==> config.mk <==
export PLATFORM = sky130hd
export DESIGN_NAME = mrst_exp
export DESIGN_NICKNAME = d
export VERILOG_FILES = /design/src/rtl/moe_router_softmax_topk_macros.svh /design/src/rtl/mrst_pkg.sv /design/src/rtl/mrst_exp.sv
export SDC_FILE = /design/constraint.sdc
export NUM_CORES = 2
export LEC_CHECK = 0
export BUFFER_PORTS_ARGS = -buffer_cell sky130_fd_sc_hd__buf_2
export CELL_PAD_IN_SITES_DETAIL_PLACEMENT = 2
export CELL_PAD_IN_SITES_GLOBAL_PLACEMENT = 2
export CORE_MARGIN = 10
export CORE_UTILIZATION = 43
export DETAILED_ROUTE_END_ITERATION = 7
export PLACE_DENSITY_LB_ADDON = 0.1
export SLEW_MARGIN = 0
export SYNTH_ARGS = -nofsm -noshare
export SYNTH_HDL_FRONTEND = slang
export SYNTH_SLANG_ARGS = --single-unit
==> constraint.sdc <==
create_clock -name clk -period 13.2 [get_ports clk]
set_clock_uncertainty 0.05 [all_clocks]
set_input_delay 0.66 -clock clk [delete_from_list [all_inputs] [get_ports clk]]
set_output_delay 0.66 -clock clk [all_outputs]
set_load 0.01 [all_outputs]
==> src/rtl/moe_router_softmax_topk_macros.svh <==
// assertion macros for the router gate
`ifndef MOE_ROUTER_SOFTMAX_TOPK_MACROS_SVH
`define MOE_ROUTER_SOFTMAX_TOPK_MACROS_SVH
`ifndef SYNTHESIS
`define MRST_ASSERT_IMP(label, clk, rst_n, ante, cons) \
	label: assert property (@(posedge clk) disable iff (!rst_n) (ante) |-> (cons)) \
		else $error("mrst check failed");
`define MRST_ASSERT_NXT(label, clk, rst_n, ante, cons) \
	label: assert property (@(posedge clk) disable iff (!rst_n) (ante) |=> (cons)) \
		else $error("mrst check failed");
`else
`define MRST_ASSERT_IMP(label, clk, rst_n, ante, cons)
`define MRST_ASSERT_NXT(label, clk, rst_n, ante, cons)
`endif
`endif

==> src/rtl/mrst_pkg.sv <==
`timescale 1ns / 1ps
package mrst_pkg;
	localparam int LOGIT_W = 16;
	localparam int ID_W = 8;
	localparam int WGT_W = 17;
	localparam int K_W = 5;
	localparam logic [K_W-1:0] K_RESET = 5'd8;
	localparam logic signed [LOGIT_W-1:0] LOGIT_MIN = 16'sh8000;
	localparam logic [15:0] LOG2E_Q15 = 16'd47274;
	localparam int FRAC_BITS = 16;
	localparam int BIT_IDX_W = 4;
	localparam int V_W = 31;
	localparam int T_W = 32;
	localparam int N_MAX = 40;
	localparam logic [V_W-1:0] ONE_Q30 = 31'h4000_0000;
	localparam int Q_STEPS = 17;

	typedef enum logic [2:0] {
		S_LOAD,
		S_EXP,
		S_EXP_WAIT,
		S_DIV,
		S_DIV_WAIT,
		S_OUT
	} ctl_state_t;

	typedef enum logic [1:0] {
		E_IDLE,
		E_MUL,
		E_POW,
		E_SCALE
	} exp_state_t;

	typedef enum logic [1:0] {
		D_IDLE,
		D_RUN,
		D_DONE
	} div_state_t;

	typedef struct packed {
		logic start;
		logic [LOGIT_W-1:0] diff;
	} exp_req_t;

	typedef struct packed {
		logic done;
		logic [V_W-1:0] e;
	} exp_rsp_t;

	function automatic logic [63:0] isqrt64(input logic [63:0] x_in);
		logic [63:0] x;
		logic [63:0] r;
		logic [63:0] bt;
		x = x_in;
		r = '0;
		bt = 64'd1 << 62;
		for (int i = 0; i < 32; i++) begin
			if (x >= r + bt) begin
				x = x - (r + bt);
				r = (r >> 1) + bt;
			end else begin
				r = r >> 1;
			end
			bt = bt >> 2;
		end
		return r;
	endfunction

	// 2^(30 - 2^-(b+1)) per fraction bit
	function automatic logic [FRAC_BITS-1:0][V_W-1:0] pow_table();
		logic [FRAC_BITS-1:0][V_W-1:0] tab;
		logic [63:0] c;
		c = isqrt64(64'd1 << 59);
		tab[0] = V_W'(c);
		for (int b = 1; b < FRAC_BITS; b++) begin
			c = isqrt64(c << 30);
			tab[b] = V_W'(c);
		end
		return tab;
	endfunction
endpackage

==> src/rtl/mrst_exp.sv <==
`timescale 1ns / 1ps
module mrst_exp (
	input  logic               clk,
	input  logic               arst_n,
	input  mrst_pkg::exp_req_t req,
	output mrst_pkg::exp_rsp_t rsp
);
	import mrst_pkg::*;

	localparam logic [FRAC_BITS-1:0][V_W-1:0] POW_TAB = pow_table();

	exp_state_t state_q, state_d;
	logic [LOGIT_W-1:0] d_q;
	logic [T_W-1:0] t_q;
	logic [V_W-1:0] v_q;
	logic [BIT_IDX_W-1:0] b_q;
	logic [FRAC_BITS-1:0] frac;
	logic [6:0] n;
	logic [2*V_W-1:0] prod;
	logic [2*V_W:0] prod_rnd;
	logic [V_W-1:0] v_mul;
	logic [47:0] sc_tmp;
	logic [V_W-1:0] e_val;

	assign frac = t_q[T_W-8:T_W-7-FRAC_BITS];
	assign n = t_q[T_W-1:T_W-7];
	assign prod = v_q * POW_TAB[b_q];
	assign prod_rnd = {1'b0, prod} + ((2*V_W+1)'(1) << 29);
	assign v_mul = prod_rnd[V_W+29:30];

	always_comb begin
		sc_tmp = '0;
		if (n > 7'(N_MAX)) begin
			e_val = '0;
		end else if (n == 7'd0) begin
			e_val = v_q;
		end else begin
			sc_tmp = (48'(v_q) + (48'd1 << (n - 7'd1))) >> n;
			e_val = V_W'(sc_tmp);
		end
	end

	always_comb begin
		state_d = state_q;
		unique case (state_q)
			E_IDLE: begin
				if (req.start) state_d = E_MUL;
			end
			E_MUL: state_d = E_POW;
			E_POW: begin
				if (b_q == BIT_IDX_W'(FRAC_BITS - 1)) state_d = E_SCALE;
			end
			E_SCALE: state_d = E_IDLE;
			default: state_d = E_IDLE;
		endcase
	end

	always_comb begin
		rsp.done = (state_q == E_SCALE);
		rsp.e = e_val;
	end

	always_ff @(posedge clk or negedge arst_n) begin
		if (!arst_n) begin
			state_q <= E_IDLE;
			b_q <= '0;
		end else begin
			state_q <= state_d;
			if (state_q == E_MUL) b_q <= '0;
			else if (state_q == E_POW) b_q <= b_q + 1'b1;
		end
	end

	always_ff @(posedge clk) begin
		if (state_q == E_IDLE && req.start) d_q <= req.diff;
		if (state_q == E_MUL) begin
			t_q <= d_q * LOG2E_Q15;
			v_q <= ONE_Q30;
		end
		if (state_q == E_POW && frac[BIT_IDX_W'(FRAC_BITS - 1) - b_q]) v_q <= v_mul;
	end
endmodule

* Yosys cells after proc, flatten, opt, wreduce, memory -nomap -nowiden
Memory sizes are Yosys's and may differ from the RTL's.
Cells that the tools add are included.
** Storage, ports and cells
- Flip-flop bits (word level) :: 84
- Bits in read-only memories :: 496
- Bits in latches :: 0
- Output and inout port bits :: 32
- RAM bits :: 0
- Memories :: 1
** Memories
- (no name shown) :: words 16, bits a word 31, rd ports 1, clocked after Yosys merged registers in 0, wr ports 0, line mrst_exp.sv:27 : assign prod = v_q * POW_TAB[b_q];
** Operators by class
- $mul :: 2
- Shifts and indexed selects :: 2
- Mux-type cells :: 12
- Reduce and logical (&&, ||, !) cells :: 7
- Add/subtract/negate cells :: 5
- Equality and inequality tests :: 6
- Bitwise logic cells :: 0
- Magnitude comparators :: 3
- Divide/modulo/power cells :: 0
** Operators by type and width (count)
- $mux 31 :: 5
- $add 61x30->61 const B :: 1
- $mul 31x31->61 :: 1
- $add 31x48->48 :: 1
- $shl 1x7->48 const A :: 1
- $shr 48x7->31 :: 1
- $mul 16x15->31 const B :: 1
- $lt 4x5->1 const B :: 2
- $mux 4 :: 2
- $pmux 2 s4 :: 1
- $gt 7x6->1 const B :: 1
- $logic_not 7->1 :: 1
- $sub 7x1->7 const B :: 1
- $add 4x1->4 const B :: 1
- $bmux 1 s4 :: 1
- $eq 2x2->1 const B :: 2
- $eq 4x4->1 const B :: 1
- $mux 2 :: 2
- $ne 2x2->1 const B :: 2
- $reduce_bool 2->1 :: 2
- $sub 4x4->4 const A :: 1
- $eq 2x1->1 const B :: 1
- $logic_and 1x1->1 :: 2
- $logic_not 2->1 :: 1
- 2 further kinds :: 2

* Longest topological paths before layout
- Word-level depth :: 6
- Depth in mapped cells :: 35
- Mapped depth without buffers :: 34

* Worst setup path after synthesis
No wires, ideal clock.
- Path kind :: reg2reg
- Start :: reg b_q[0]
- End :: reg v_q[30], data pin
- Path slack :: 3.646 ns
- Clock period less this slack :: 9.554 ns
- Stages on the path, launching flop included :: 33
- Arrival time :: 9.233 ns
- Setup time :: 0.271 ns
- Buffers on the path :: 1
- Cell sequence :: dfrtp_1 -> clkinv_1 -> ha_1 -> or2_2 -> a21o_1 -> a21boi_0 -> clkbuf_1 -> and2_1 -> fa_1 -> fa_1 -> fa_1 -> inv_1 -> fa_1 -> inv_1 -> fa_1 -> fa_1 -> fa_1 -> inv_1 -> fa_1 -> inv_1 -> ha_1 -> nand4_1 -> or3_1 -> a211oi_1 -> o211ai_2 -> a31oi_1 -> a31o_2 -> a22o_1 -> o22a_1 -> a21oi_1 -> or3_1 -> a2111oi_0 -> nor3_1
** Between the ends
- Longest elaborated chain between the ends :: 5
** Ends and longest elaborated chain
- start, declared :: line mrst_exp.sv:16 : logic [BIT_IDX_W-1:0] b_q;
- start signal, assigned :: line mrst_exp.sv:70 : else if (state_q == E_POW) b_q <= b_q + 1'b1;
- $mem_v2 16x31 / $sub 4x4->4 (equally long branches)
- $mux 31 (implied by the code) / $bmux 1 s4 (equally long branches) :: line mrst_exp.sv:27, mrst_exp.sv:80
- $mul 31x31->61 / $mux 1 (equally long branches) :: line mrst_exp.sv:27, mrst_exp.sv:80
- $add 61x30->61 / $logic_and 1x1->1 (equally long branches) :: line mrst_exp.sv:28, mrst_exp.sv:80
- $mux 31 * :: line mrst_exp.sv:80 : if (state_q == E_POW && frac[BIT_IDX_W'(FRAC_BITS - 1) - b_q]) v_q <= v_mul;
- end signal, assigned :: line mrst_exp.sv:80
- end, declared :: line mrst_exp.sv:15 : logic [V_W-1:0] v_q;
Every way passes the cells marked *; elsewhere a longest branch is shown, timed or not. The select of a mux whose other input is x is not followed.
A chain may end at the register's enable or synchronous reset.

* Worst setup path in the final report
Ends and elaborated chain as after synthesis.

==> results.tsv <==
metric	value	unit
via_count	31960	
tns	0	ps
ys_types	74	
cp-end-kind	flip-flop	
crit_top_cell	fa_1	
first_global_vias	38200	
start_util	43.25	%
antenna_found_initial	3	
clock_path_buffers	2	
cp-start-kind	flip-flop	
layout_min_cycle_time	12140	ps
ant_nets	0	
dpl.hpwl	116.3	mm
max_freq	0.08240	GHz
clkSinkCount	76	
drt_iter0_drc	1656	
io_buffers	50	
drive_gt1_share	4.875	%
clock_latency	400	ps
cp_max_fo	32	
dr.pass1.iters	7	
cts_tree	done	
synth-async-reset-ratio	7.895	%
die_w	331.6	um
row_count	114	
setup_violations	0	
crit_type	reg -> reg	
seq_area	2253	sq um
final_nets	5901	
die-area	110000	sq um
wl_per_cell	25.46	um
cts.repair.resized	0	
syn-mean-instance-area	9.020	sq um
grt_overflow	0	
cts_inserted_buffers	9	
synth_top_area_share	42.09	%
grt_max_degree	51	
slew_viol_final	0	
crit_required	13290	ps
track_usage	27.22	%
max_stage_delay	1000	ps
synth-seq-cells	76	
grt_pass1_wl	231.4	mm
post-cts-setup-buffers	0	
cpMaxStageDelayCell	a21boi_2	
synth_area	41760	sq um
routed_wl	147.9	mm
mostFrequentLayoutCell	inv_1	
max_cap_viol_count	0	
htree_levels	3	
ioPinCount	51	
dieHeight	331.6	um
synthCells	4630	
finalHoldViolCount	0	
cts_hold_buf	0	
path_clk_slew	70	ps
yosys_most_used_dff	edfxtp_1	
seq_area_frac_synth	5.393	%
multi_input_area	34730	sq um
synth_nets	6003	
hold_class	in -> async	
yosys-top-cells-area	fa_1 42%, ha_1 14%, inv_1 9.5%	
layout_common_cells	1060 x inv_1, 878 x fa_1, 530 x and2_1	
slew_headroom	19.31	%
place_congestion	0.8652	
yosysWarnings	0	
yosysTopAreaCell	fa_1	
critPathArrivalTime	12220	ps
core	96570	sq um
synth_edf_count	70	
area_delta_synth_final	4.752	%
rsz0062_at_grt	false	
drc	0	
root_buffer	clkbuf_16	
viasPerCell	5.500	
r2r_cells	32	
period_share	91.94	%
status	finished, final reports clean	
tightest_slew	1203	ps
fillers	10550	
final timing paths:
kind	from	slack [ps]	end
worst max-delay path	b_q[0]	1060	v_q[30]
worst min register to register	state_q[0]	550	state_q[0]
worst min-delay path	arst_n	30	state_q[1]
max in group asynchronous	arst_n	12890	b_q[3]
worst max register to register	b_q[0]	1060	v_q[30]
min in group clk	req[13]	380	d_q[13]
Yosys cell counts, drive strengths merged (23+ instances only):
cell type  number
edfxtp         70
o21a           27
and2          530
inv          1062
ha            476
mux2i          24
nor3           38
a21o           56
a21oi          90
clkbuf        228
nand2         426
xor2           32
a211oi         29
nor2          174
xnor2          41
a31oi          23
o21ai          90
nor2b          45
fa            878
nand3          34
stage by stage:
| stage | util, % | hold WS (ps) | cells | setup slack (ps) | area (sq um) |
|---|---|---|---|---|---|
| floorplan | - | 314.4 | 4630 | 3646 | 41760 |
| global placement | 44.97 | 452.2 | 5793 | 1685 | 43430 |
| detailed placement | 44.97 | 458.7 | 5793 | 1136 | 43430 |
| CTS | 45.30 | 22.80 | 5809 | 1044 | 43740 |
| global route | 45.30 | 37.29 | 5809 | 456.4 | 43740 |
| finish | 45.30 | 32.85 | 5811 | 1064 | 43750 |
flip-flops by register name, summed over array words and instances (netlist names):
name	flops
v_q	31
t_q	23
d_q	16
b_q	4
state_q	2
kinds of logic (layout without fill, tap and decap cells):
family	after synthesis	count (layout)	synth area share [%]
fa+ha+maj	1354	1354	56.35
flops	76	76	5.393
simple gates	1324	1324	16.09
mux	53	53	1.735
buf+inv	1308	1211	11.76
compound gates	442	442	7.148
xor+xnor	73	73	1.531
other cells	0	2	0
cell type report:
class | instances | area share (%)
sequential | 76 | 5.151
clock buffer | 9 | 0.5148
multi-input combinational | 3246 | 79.39
clock inverter | 7 | 0.2031
antenna | 2 | 0.01144
tap | 1276 | 3.649
timing repair buffer | 130 | 1.945
inverter | 1065 | 9.138
worst max-delay path, delay by kind of cell, from the launching register on:
family	cells	cell delay (ps)
adder cells (fa/ha/maj)	10	4870
AO/OA/AOI/OAI	10	3790
AND/OR/NAND/NOR	6	1470
flip-flops	1	580
buffers and inverters	6	1090
metal layers:
| metal | track usage, % | part of all wire (%) | vias up |
|---|---|---|---|
| li1 | - | - | 13880 |
| met1 | 34.97 | 43 | 17290 |
| met2 | 48.39 | 50 | 603 |
| met3 | 2.251 | 3.7 | 194 |
| met4 | 7.847 | 3.1 | 0 |
| met5 | 0 | 0 | - |
Power is left out: the tool's default activity adds up to more than one toggle a clock period on the data nets, which glitch-free logic cannot reach.
