## src/rtl/moe_router_softmax_topk_macros.svh

```systemverilog
// assertion macros for the router gate
`ifndef MOE_ROUTER_SOFTMAX_TOPK_MACROS_SVH
`define MOE_ROUTER_SOFTMAX_TOPK_MACROS_SVH
`ifndef SYNTHESIS
`define MRST_ASSERT_IMP(label, clk, rst_n, ante, cons) \
	label: assert property (@(posedge clk) disable iff (!rst_n) (ante) |-> (cons)) \
		else $error("mrst check failed");
`define MRST_ASSERT_NXT(label, clk, rst_n, ante, cons) \
	label: assert property (@(posedge clk) disable iff (!rst_n) (ante) |=> (cons)) \
		else $error("mrst check failed");
`else
`define MRST_ASSERT_IMP(label, clk, rst_n, ante, cons)
`define MRST_ASSERT_NXT(label, clk, rst_n, ante, cons)
`endif
`endif

```

## src/rtl/mrst_pkg.sv

```systemverilog
`timescale 1ns / 1ps
package mrst_pkg;
	localparam int LOGIT_W = 16;
	localparam int ID_W = 8;
	localparam int WGT_W = 17;
	localparam int K_W = 5;
	localparam logic [K_W-1:0] K_RESET = 5'd8;
	localparam logic signed [LOGIT_W-1:0] LOGIT_MIN = 16'sh8000;
	localparam logic [15:0] LOG2E_Q15 = 16'd47274;
	localparam int FRAC_BITS = 16;
	localparam int BIT_IDX_W = 4;
	localparam int V_W = 31;
	localparam int T_W = 32;
	localparam int N_MAX = 40;
	localparam logic [V_W-1:0] ONE_Q30 = 31'h4000_0000;
	localparam int Q_STEPS = 17;

	typedef enum logic [2:0] {
		S_LOAD,
		S_EXP,
		S_EXP_WAIT,
		S_DIV,
		S_DIV_WAIT,
		S_OUT
	} ctl_state_t;

	typedef enum logic [1:0] {
		E_IDLE,
		E_MUL,
		E_POW,
		E_SCALE
	} exp_state_t;

	typedef enum logic [1:0] {
		D_IDLE,
		D_RUN,
		D_DONE
	} div_state_t;

	typedef struct packed {
		logic start;
		logic [LOGIT_W-1:0] diff;
	} exp_req_t;

	typedef struct packed {
		logic done;
		logic [V_W-1:0] e;
	} exp_rsp_t;

	function automatic logic [63:0] isqrt64(input logic [63:0] x_in);
		logic [63:0] x;
		logic [63:0] r;
		logic [63:0] bt;
		x = x_in;
		r = '0;
		bt = 64'd1 << 62;
		for (int i = 0; i < 32; i++) begin
			if (x >= r + bt) begin
				x = x - (r + bt);
				r = (r >> 1) + bt;
			end else begin
				r = r >> 1;
			end
			bt = bt >> 2;
		end
		return r;
	endfunction

	// 2^(30 - 2^-(b+1)) per fraction bit
	function automatic logic [FRAC_BITS-1:0][V_W-1:0] pow_table();
		logic [FRAC_BITS-1:0][V_W-1:0] tab;
		logic [63:0] c;
		c = isqrt64(64'd1 << 59);
		tab[0] = V_W'(c);
		for (int b = 1; b < FRAC_BITS; b++) begin
			c = isqrt64(c << 30);
			tab[b] = V_W'(c);
		end
		return tab;
	endfunction
endpackage

```

## src/rtl/mrst_div.sv

```systemverilog
`timescale 1ns / 1ps
module mrst_div #(
	parameter int SUMW = 35
) (
	input  logic                clk,
	input  logic                arst_n,
	input  logic                start,
	input  logic [SUMW+16:0]    num,
	input  logic [SUMW-1:0]     den,
	output logic                done,
	output logic [16:0]         quo
);
	import mrst_pkg::*;

	div_state_t state_q, state_d;
	logic [SUMW-1:0] rem_q;
	logic [SUMW-1:0] den_q;
	logic [Q_STEPS-1:0] low_q;
	logic [4:0] cnt_q;
	logic [SUMW:0] trial;
	logic ge;

	assign trial = {rem_q, low_q[Q_STEPS-1]};
	assign ge = trial >= {1'b0, den_q};

	always_comb begin
		state_d = state_q;
		unique case (state_q)
			D_IDLE: begin
				if (start) state_d = D_RUN;
			end
			D_RUN: begin
				if (cnt_q == 5'(Q_STEPS - 1)) state_d = D_DONE;
			end
			D_DONE: state_d = D_IDLE;
			default: state_d = D_IDLE;
		endcase
	end

	always_comb begin
		done = (state_q == D_DONE);
		quo = low_q;
	end

	always_ff @(posedge clk or negedge arst_n) begin
		if (!arst_n) begin
			state_q <= D_IDLE;
			cnt_q <= '0;
		end else begin
			state_q <= state_d;
			if (state_q == D_IDLE) cnt_q <= '0;
			else if (state_q == D_RUN) cnt_q <= cnt_q + 1'b1;
		end
	end

	always_ff @(posedge clk) begin
		if (state_q == D_IDLE && start) begin
			rem_q <= num[SUMW+16:Q_STEPS];
			low_q <= num[Q_STEPS-1:0];
			den_q <= den;
		end else if (state_q == D_RUN) begin
			rem_q <= ge ? SUMW'(trial - {1'b0, den_q}) : SUMW'(trial);
			low_q <= {low_q[Q_STEPS-2:0], ge};
		end
	end
endmodule

```

## config.mk

```make
export PLATFORM = sky130hd
export DESIGN_NAME = mrst_div
export DESIGN_NICKNAME = d
export VERILOG_FILES = /design/src/rtl/moe_router_softmax_topk_macros.svh /design/src/rtl/mrst_pkg.sv /design/src/rtl/mrst_div.sv
export SDC_FILE = /design/constraint.sdc
export NUM_CORES = 1
export LEC_CHECK = 0
export ABC_AREA = 1
export BUFFER_PORTS_ARGS = -buffer_cell sky130_fd_sc_hd__clkbuf_2
export CORE_MARGIN = 1
export CORE_UTILIZATION = 60
export CTS_BUF_LIST = sky130_fd_sc_hd__clkbuf_2 sky130_fd_sc_hd__clkbuf_4 sky130_fd_sc_hd__clkbuf_8
export DETAILED_ROUTE_END_ITERATION = 6
export PLACE_DENSITY = 0.91
export SETUP_SLACK_MARGIN = 0.15
export SLEW_MARGIN = 5
export SYNTH_ARGS = -nofsm -noshare
export SYNTH_HDL_FRONTEND = slang
export SYNTH_SLANG_ARGS = --single-unit
```

## constraint.sdc

```tcl
create_clock -name clk -period 3.1 [get_ports clk]
set_input_delay 0.155 -clock clk [delete_from_list [all_inputs] [get_ports clk]]
set_output_delay 0.155 -clock clk [all_outputs]
set_load 0.03 [all_outputs]
```

Yosys cells after proc, flatten, opt, wreduce, memory -nomap -nowiden
Index checks and enable logic that the tools add are counted.
- $lt $le $gt $ge: 1
- bitwise logic cells: 0
- shift operators: 0
- $add $sub $neg: 2
- equality and inequality tests: 5
- multipliers: 0
- mux-type cells: 10
- reductions and logical operators: 5
- div/mod/pow operators: 0
- operators with widths (operator ; count):
    35-bit two-way mux ; 3
    36-bit by 35-bit greater-or-equal comparator with 1-bit output ; 1
    35-bit subtractor ; 1
    17-bit two-way mux ; 2
    5-bit two-way mux ; 2
    5-bit by 1-bit adder with 5-bit output (second input constant) ; 1
    5-bit == test (second input constant) ; 1
    2-bit two-way mux ; 2
    2-bit != test (second input constant) ; 2
    2-bit one-hot mux with 2 select lines ; 1
    2-bit nonzero test ; 2
    2-bit by 1-bit == test with 1-bit output (second input constant) ; 1
    2-bit == test (second input constant) ; 1
    2-bit zero test ; 1
    2-bit AND reduction ; 1
    1-bit logical AND ; 1
- RAM bits: 0
- input port bits: 90
- output and inout bits: 18
- logic and storage cells: 28
- bits in latches: 0
- bits in registers: 94
- bits in read-only memories: 0
- memories kept: 0

Logic depth before layout (Yosys ltp)
Gate-level depths: netlist (run 1).
- depth after elaboration: 4
- depth in mapped cells: 17
- mapped depth without buffers: 17

Worst setup path before layout (run 1)
No wires, ideal clock.
- path type: flip-flop to flip-flop
- from: register state_q[0]
- to: register low_q[0] (netlist: quo[0]), enable pin
- path buffers: 1
- arrival time: 2.126 ns
- path slack: 0.563 ns
- required time: 2.689 ns
- library setup time: 0.411 ns
- stages on the path, launching flop included: 5
- clock period less this slack: 2.537 ns
- cell sequence: dfrtp_1 -> nor2_1 -> nand2_1 -> clkbuf_1 -> nand2_1
- longest elaborated chain between the ends: 3
- elaborated cells on any way between the ends: 4
- those cells by class: 1 x eq/ne; 3 x reduce/logical
- ends and longest elaborated chain (element ; RTL line ; source):
    start, declared ; mrst_div.sv:15 ; div_state_t state_q, state_d;
    start signal, assigned ; mrst_div.sv:50 ; state_q <= state_d;
    2-bit zero test ; mrst_div.sv:57 ; if (state_q == D_IDLE && start) begin
    1-bit logical AND ; mrst_div.sv:57 ;
    2-bit nonzero test (no line) * ; - ;
    end signal, assigned ; mrst_div.sv:59 ; low_q <= num[Q_STEPS-1:0];
    end signal, assigned ; mrst_div.sv:63 ; low_q <= {low_q[Q_STEPS-2:0], ge};
    end, declared ; mrst_div.sv:18 ; logic [Q_STEPS-1:0] low_q;
Mark *: on every way between the ends. The rest lies on a longest branch, timed or not.
A chain may end at the register's enable or synchronous reset.

Worst setup path in the final report (run 1)
- from: register low_q[16] (netlist: quo[16])
- to: register rem_q[0] (data pin)
- longest elaborated chain between the ends: 4
- elaborated cells on any way between the ends: 5
- those cells by class: 1 x add/sub; 1 x order compare; 3 x mux
- ends and longest elaborated chain (element ; RTL line ; source):
    35-bit subtractor / 36-bit by 35-bit greater-or-equal comparator with 1-bit output (equally long branches) ; mrst_div.sv:62, mrst_div.sv:24 ;
    35-bit two-way mux * ; mrst_div.sv:62 ; rem_q <= ge ? SUMW'(trial - {1'b0, den_q}) : SUMW'(trial);
    35-bit two-way mux * ; mrst_div.sv:61 ; end else if (state_q == D_RUN) begin
    35-bit two-way mux * ; mrst_div.sv:57 ;
    end signal, assigned ; mrst_div.sv:58 ; rem_q <= num[SUMW+16:Q_STEPS];
    end signal, assigned ; mrst_div.sv:62 ;
    end, declared ; mrst_div.sv:16 ; logic [SUMW-1:0] rem_q;
Mark *: on every way between the ends. The rest lies on a longest branch, timed or not. The select of a mux whose other input is x is not followed.

==> summary.txt, run 1 <==
Die Y: 110 µm
TritonCTS Sinks: 94
Largest net degree at the start of global routing: 44
CP peak stage delay: 0.41 ns
Status: finished clean
Max Cap Viol: 0
Die width: 110 µm
Share of power burned in registers: 27.5%
Fin Clk Skew: 0.0258 ns
Crit path DAT: 2.91 ns
Top FF cell, synth: edfxtp_1
Port Buf Inserts: 107
Unrepaired setup endpoints after global routing: false
CTS Buf Count: 9
Combinational Power Share: 63.5%
Clock power share: 9.0%
Syn Nets: 1,101
TritonCTS clock tree: done
Area of the core: 0.0114 mm²
IO Count: 108
Setup-failing EPs final: 0
DP Wirelength: 12,900 µm
Int Power: 4.45 mW
Slew Limit Fails: 0
WS Path Type: reg2reg
Worst reg2reg path startpoint: quo[16]
Crit-path slowest cell: fa_1
HP Start: num[28]
Max-Slew Margin vs Limit: 70.2%
Post-synthesis mux area share: 0%
Area Overhead vs Synth: 17.3%
Top delay family on crit path: simple AND/OR/NAND/NOR gates
Netlist cell types: 39
Switching power: 4.39 mW
Syn Inst Count: 973
Drt wl/cell: 14.0 µm
Initial Util: 61.5%
Post-synthesis compound-gate area fraction: 2.82%
Via count: 6,495
WL final: 17,700 µm
Lkg Pwr: 4.37 nW
WHS: 0.00929 ns
Post-CTS Setup Bufs: 0
Worst slew pin tran: 0.445 ns
FILL cells: 948
Max Fclk: 367 MHz
Antenna violations before repair: 0
Share of cells above drive strength 1: 15.4%
Top-area cell type share of the netlist area: 37.2%
Residual DRC: 0
CTS clk-pin slew, worst paths: 0.11 ns
Synth area leaders: edfxtp_1, nand2_1, inv_1, ha_1, nand3_1
Maximum VDD drop: 0.700 mV
Seq/Total Area, Yosys: 39.7%
Critical Path RT: 3.28 ns
Commonest cells post-synth: nand2_1, inv_1, edfxtp_1, nand3_1, nor2_1
Crit. Startpoint: quo[16]
Top-count cell post-synth: nand2_1
Antenna Violating Nets Remaining: 0
First-pass GRT wire length: 28,700 µm
Mapped Area: 0.00702 mm²
Worst path cell trace: inv_1, ha_1, fa_1, inv_1, nand3_1, nand3_1, nand2_1, nand3_2, nand2_1, nand2_2, nand2_4, nand2_4, nand2_2, nand3_1, nand2_1
Power density cells: 1070 mW/mm²
ANT cells: 0
Drt first pass iters: 5
Simple-gate share of the synthesized area: 37.5%
Placement Rows: 39
Combinational family with the most area after synthesis: simple AND/OR/NAND/NOR gates
H-tree Lvls: 3
Max clock buf depth: 2
Yosys top cell by area: edfxtp_1
Post-Synth XOR/XNOR Area: 2.49%
Yosys warning count: 0
Total grt overflow: 0
Count of nets after finishing: 1,244
Root Buffer: clkbuf_8
Hold Path Class: in2reg
Min Tclk post-route: 2.73 ns
Critical path capture point type: flip-flop
Setup TNS Final: 0 ns
Avg Vias per Cell: 5.14
Vias in the first global route: 6,351
Clock latency on the worst-skew pair: 0.41 ns
Buf/Inv on CP: 2
Fin. Hold Viols: 0
Crit path launch type: flip-flop
Fin crit share: 88.0%
Flops & latches, synth: 94
All-Layer GR Usage: 31.3%
Switching Share: 49.6%
Initial drt markers: 433
Die ar.: 0.0121 mm²
Crit path max fanout: 18
Avg Cell Area, Syn: 7.22 µm²
Async set or reset register ratio after synthesis: 7.45%
Adder-cell area share of the yosys netlist: 6.88%
Number of flops mapped to enable cells by yosys: 87
GPL Wtd Cong: 0.926
what timing repair did:
action | in CTS | in global routing
resized for setup | 0 | 1
hold buffers | 37 | 0
setup endpoints to repair | 0 | 4
endpoints found under the hold margin | 43 | 0
registers in the layout (all words and copies together) (netlist names):
signal / cells
den_q: 35
quo: 17
state_q: 2
cnt_q: 5
rem_q: 35
tightest hold or removal path, stage by stage:
cell and delay [ns]:
clkbuf_2 0.07, nand2_1 0.04, nand2_1 0.05
path summary, 6_finish.rpt:
kind / slack [ns] / cells after the start / to
setup / recovery: 0.37 / 15 / rem_q[0]
hold / removal: 0.009 / 3 / rem_q[11]
setup reg to reg: 0.37 / 15 / rem_q[0]
hold reg to reg: 0.57 / 2 / quo[5]
max in group asynchronous: 2.83 / 2 / state_q[1]
min in group asynchronous: 0.12 / 2 / cnt_q[4]
area by class of cell:
type	instances	area [µm²]	share of cell area, %
multi-input cells	698	3500	42.5
flip-flops and latches	94	2790	33.8
repair buffers	150	967	11.7
inverters	163	612	7.43
well taps	143	179	2.17
clock buffers	10	138	1.67
clock inverters	6	50.0	0.608
metrics by stage:
stage	total power [mW]	instance area, µm²	setup slack (ns)	util, %	instances
3_3_place_gp	7.72	7660	0.534	67.1	1210
5_1_grt	9.65	8240	0.164	72.1	1264
2_1_floorplan	6.71	7020	0.563	-	973
4_1_cts	8.75	8220	0.330	72.0	1263
3_5_place_dp	7.91	7660	0.348	67.1	1210
6_report	8.84	8240	0.372	72.1	1264
logic make-up after synthesis:
logic type                 Yosys count
DFF                                 94
xor gates and xnor gates            20
and+or+nand+nor                    605
adders and majority gates           38
buffers and inverters              182
AOI/OAI and AO/OA                   34
routing by layer:
layer	wire [µm]	vias up	track usage, %	share of wire (%)
met1	7510	2913	37.7	42
met4	519	0	13.5	2.9
li1	-	3319	-	-
met5	0	-	0	0
met3	1090	39	6.47	6.2
met2	8580	224	54.2	48
cell usage in the layout (no fill, tap or decap), types with 5 or more instances in the layout:
| cell | count |
|---|---|
| dfrtp_1 | 7 |
| xnor2_1 | 18 |
| nand3_1 | 57 |
| nand2_1 | 408 |
| clkbuf_2 | 107 |
| o21ai_0 | 5 |
| edfxtp_1 | 87 |
| ha_1 | 37 |
| a21oi_1 | 21 |
| inv_1 | 159 |
| nand2_2 | 25 |
| nor2_1 | 57 |
| nand3b_1 | 36 |
| clkbuf_8 | 10 |
| dlygate4sd3_1 | 37 |
power by group through the flow:
stage          Combinational [mW]  Clock [mW]  Sequential [mW]
3_5_place_dp                 5.48           0             2.42
6_report                     5.61       0.800             2.43
2_1_floorplan                4.11           0             2.60
4_1_cts                      5.53       0.811             2.41
3_3_place_gp                 5.30           0             2.42
5_1_grt                      6.32       0.854             2.48
(Power assumes the default switching activity.)
==> run 2, diff against run 1 <==
--- a/config.mk
+++ b/config.mk
@@ -11,7 +11,7 @@
 export CORE_UTILIZATION = 60
 export CTS_BUF_LIST = sky130_fd_sc_hd__clkbuf_2 sky130_fd_sc_hd__clkbuf_4 sky130_fd_sc_hd__clkbuf_8
 export DETAILED_ROUTE_END_ITERATION = 6
-export PLACE_DENSITY = 0.91
+export PLACE_DENSITY_LB_ADDON = 0.3
 export SETUP_SLACK_MARGIN = 0.15
 export SLEW_MARGIN = 5
 export SYNTH_ARGS = -nofsm -noshare
==> summary.txt, run 2 (same netlist as run 1, synthesis figures left out) <==
Status: finished clean
Placement Rows: 39
Area of the core: 0.0114 mm²
Total power: 8.86 mW
Critical path capture point type: flip-flop
Maximum VDD drop: 0.684 mV
Antenna Violating Nets Remaining: 0
TritonCTS clock tree: done
Root Buffer: clkbuf_8
Initial Util: 61.5%
Unrepaired setup endpoints after global routing: false
ANT cells: 0
DP Wirelength: 13,000 µm
Min Tclk post-route: 2.68 ns
Crit path launch type: flip-flop
Setup TNS Final: 0 ns
WL final: 17,400 µm
Post-CTS Setup Bufs: 0
Most common cell after layout, fill and taps aside: nand2_1
Max Fclk: 373 MHz
H-tree Lvls: 3
WHS: 0.0304 ns
Crit path max fanout: 36
CTS clk-pin slew, worst paths: 0.10 ns
Share of cells above drive strength 1: 15.2%
Commonest non-fill, non-tap cells in the layout: nand2_1, inv_1, clkbuf_2
Drt first pass iters: 7
Total grt overflow: 0
Via count: 6,400
Max Cap Viol: 0
Lkg Pwr: 4.36 nW
Die Y: 110 µm
Initial drt markers: 490
Place WS: 0.448 ns
Avg Vias per Cell: 5.08
Max-Slew Margin vs Limit: 63.9%
Final worst slack: 0.419 ns
First-pass GRT wire length: 28,200 µm
Residual DRC: 0
Worst slew pin tran: 0.539 ns
Power density cells: 1080 mW/mm²
Worst reg2reg path startpoint: quo[16]
Die width: 110 µm
Count of nets after finishing: 1,242
Max clock buf depth: 2
Antenna violations before repair: 0
All-Layer GR Usage: 30.4%
IO Count: 108
Largest net degree at the start of global routing: 51
Critical Path RT: 3.23 ns
Die ar.: 0.0121 mm²
Drt wl/cell: 13.8 µm
GPL Wtd Cong: 0.958
Fin. Hold Viols: 0
TritonCTS Sinks: 94
Area Overhead vs Synth: 16.9%
Fin crit share: 86.5%
Port Buf Inserts: 107
Crit. Startpoint: quo[16]
Hold Path Class: in2reg
Setup-failing EPs final: 0
CTS Buf Count: 9
Fin Clk Skew: 0.00928 ns
HP Start: num[12]
Clock latency on the worst-skew pair: 0.38 ns
Slew Limit Fails: 0
Vias in the first global route: 6,132
Crit path DAT: 2.81 ns
WS Path Type: reg2reg
run 2: changes by cell type in the layout (fill, tap and decap cells not counted):
cell           change
clkinv_2           +2
clkinvlp_4         -2
buf_4              +1
buf_6              -1
bufinv_16          +1
clkbuf_8           -1
clkinv_1           +1
clkinv_4           -1
dlygate4sd3_1      -1
inv_6              -1
nand2_4            -1
run 2: per-layer routing:
layer,up-vias,routed length (µm),track usage [%]
met4,0,440,12.4
met1,2830,8090,40.5
li1,3316,-,-
met3,33,1000,3.82
met5,-,0,0
met2,221,7910,50.2
run 2: final timing paths:
path	end	slack, ns	cells after the start
setup / recovery	rem_q[17]	0.42	15
hold / removal	quo[12]	0.03	3
setup reg to reg	rem_q[17]	0.42	15
hold reg to reg	cnt_q[4]	0.56	2
max in group asynchronous	cnt_q[4]	2.80	2
min in group asynchronous	cnt_q[0]	0.13	2
run 2: layout make-up:
class | count | area [µm²]
multi-input cells | 697 | 3490
fillers | 973 | 3210
flip-flops and latches | 94 | 2790
repair buffers | 149 | 953
inverters | 163 | 612
well taps | 143 | 179
clock buffers | 9 | 124
clock inverters | 6 | 61.3
run 2: what timing repair did:
action | in CTS | in global routing
gates resized for setup | 0 | 0
hold buffers | 36 | 0
hold endpoints to repair | 42 | 0
run 2: power breakdown:
part | internal (mW) | total, mW | switching [mW]
registers | 2.16 | 2.41 | 0.250
clock network | 0.369 | 0.825 | 0.456
logic | 1.97 | 5.62 | 3.66
run 2: stage by stage:
| stage | utilization (%) | cell area (µm²) | std cells |
|---|---|---|---|
| global route | 71.9 | 8210 | 1261 |
| global placement | 67.1 | 7660 | 1210 |
| finish | 71.9 | 8210 | 1261 |
| detailed placement | 67.1 | 7660 | 1210 |
| CTS | 71.9 | 8210 | 1261 |
| floorplan | - | 7020 | 973 |
run 2: worst max-delay path, stage by stage (launching register included):
cell and delay (ns):
edfxtp_1 0.35, inv_1 0.06, ha_1 0.22, fa_1 0.41, inv_1 0.11, nand3_1 0.07
nand3_1 0.15, nand2_1 0.09, nand3_2 0.09, nand2_1 0.08, nand2_2 0.11, nand2_4 0.11
nand2_8 0.31, nand2_1 0.11, nand3_1 0.09, nand2_1 0.08
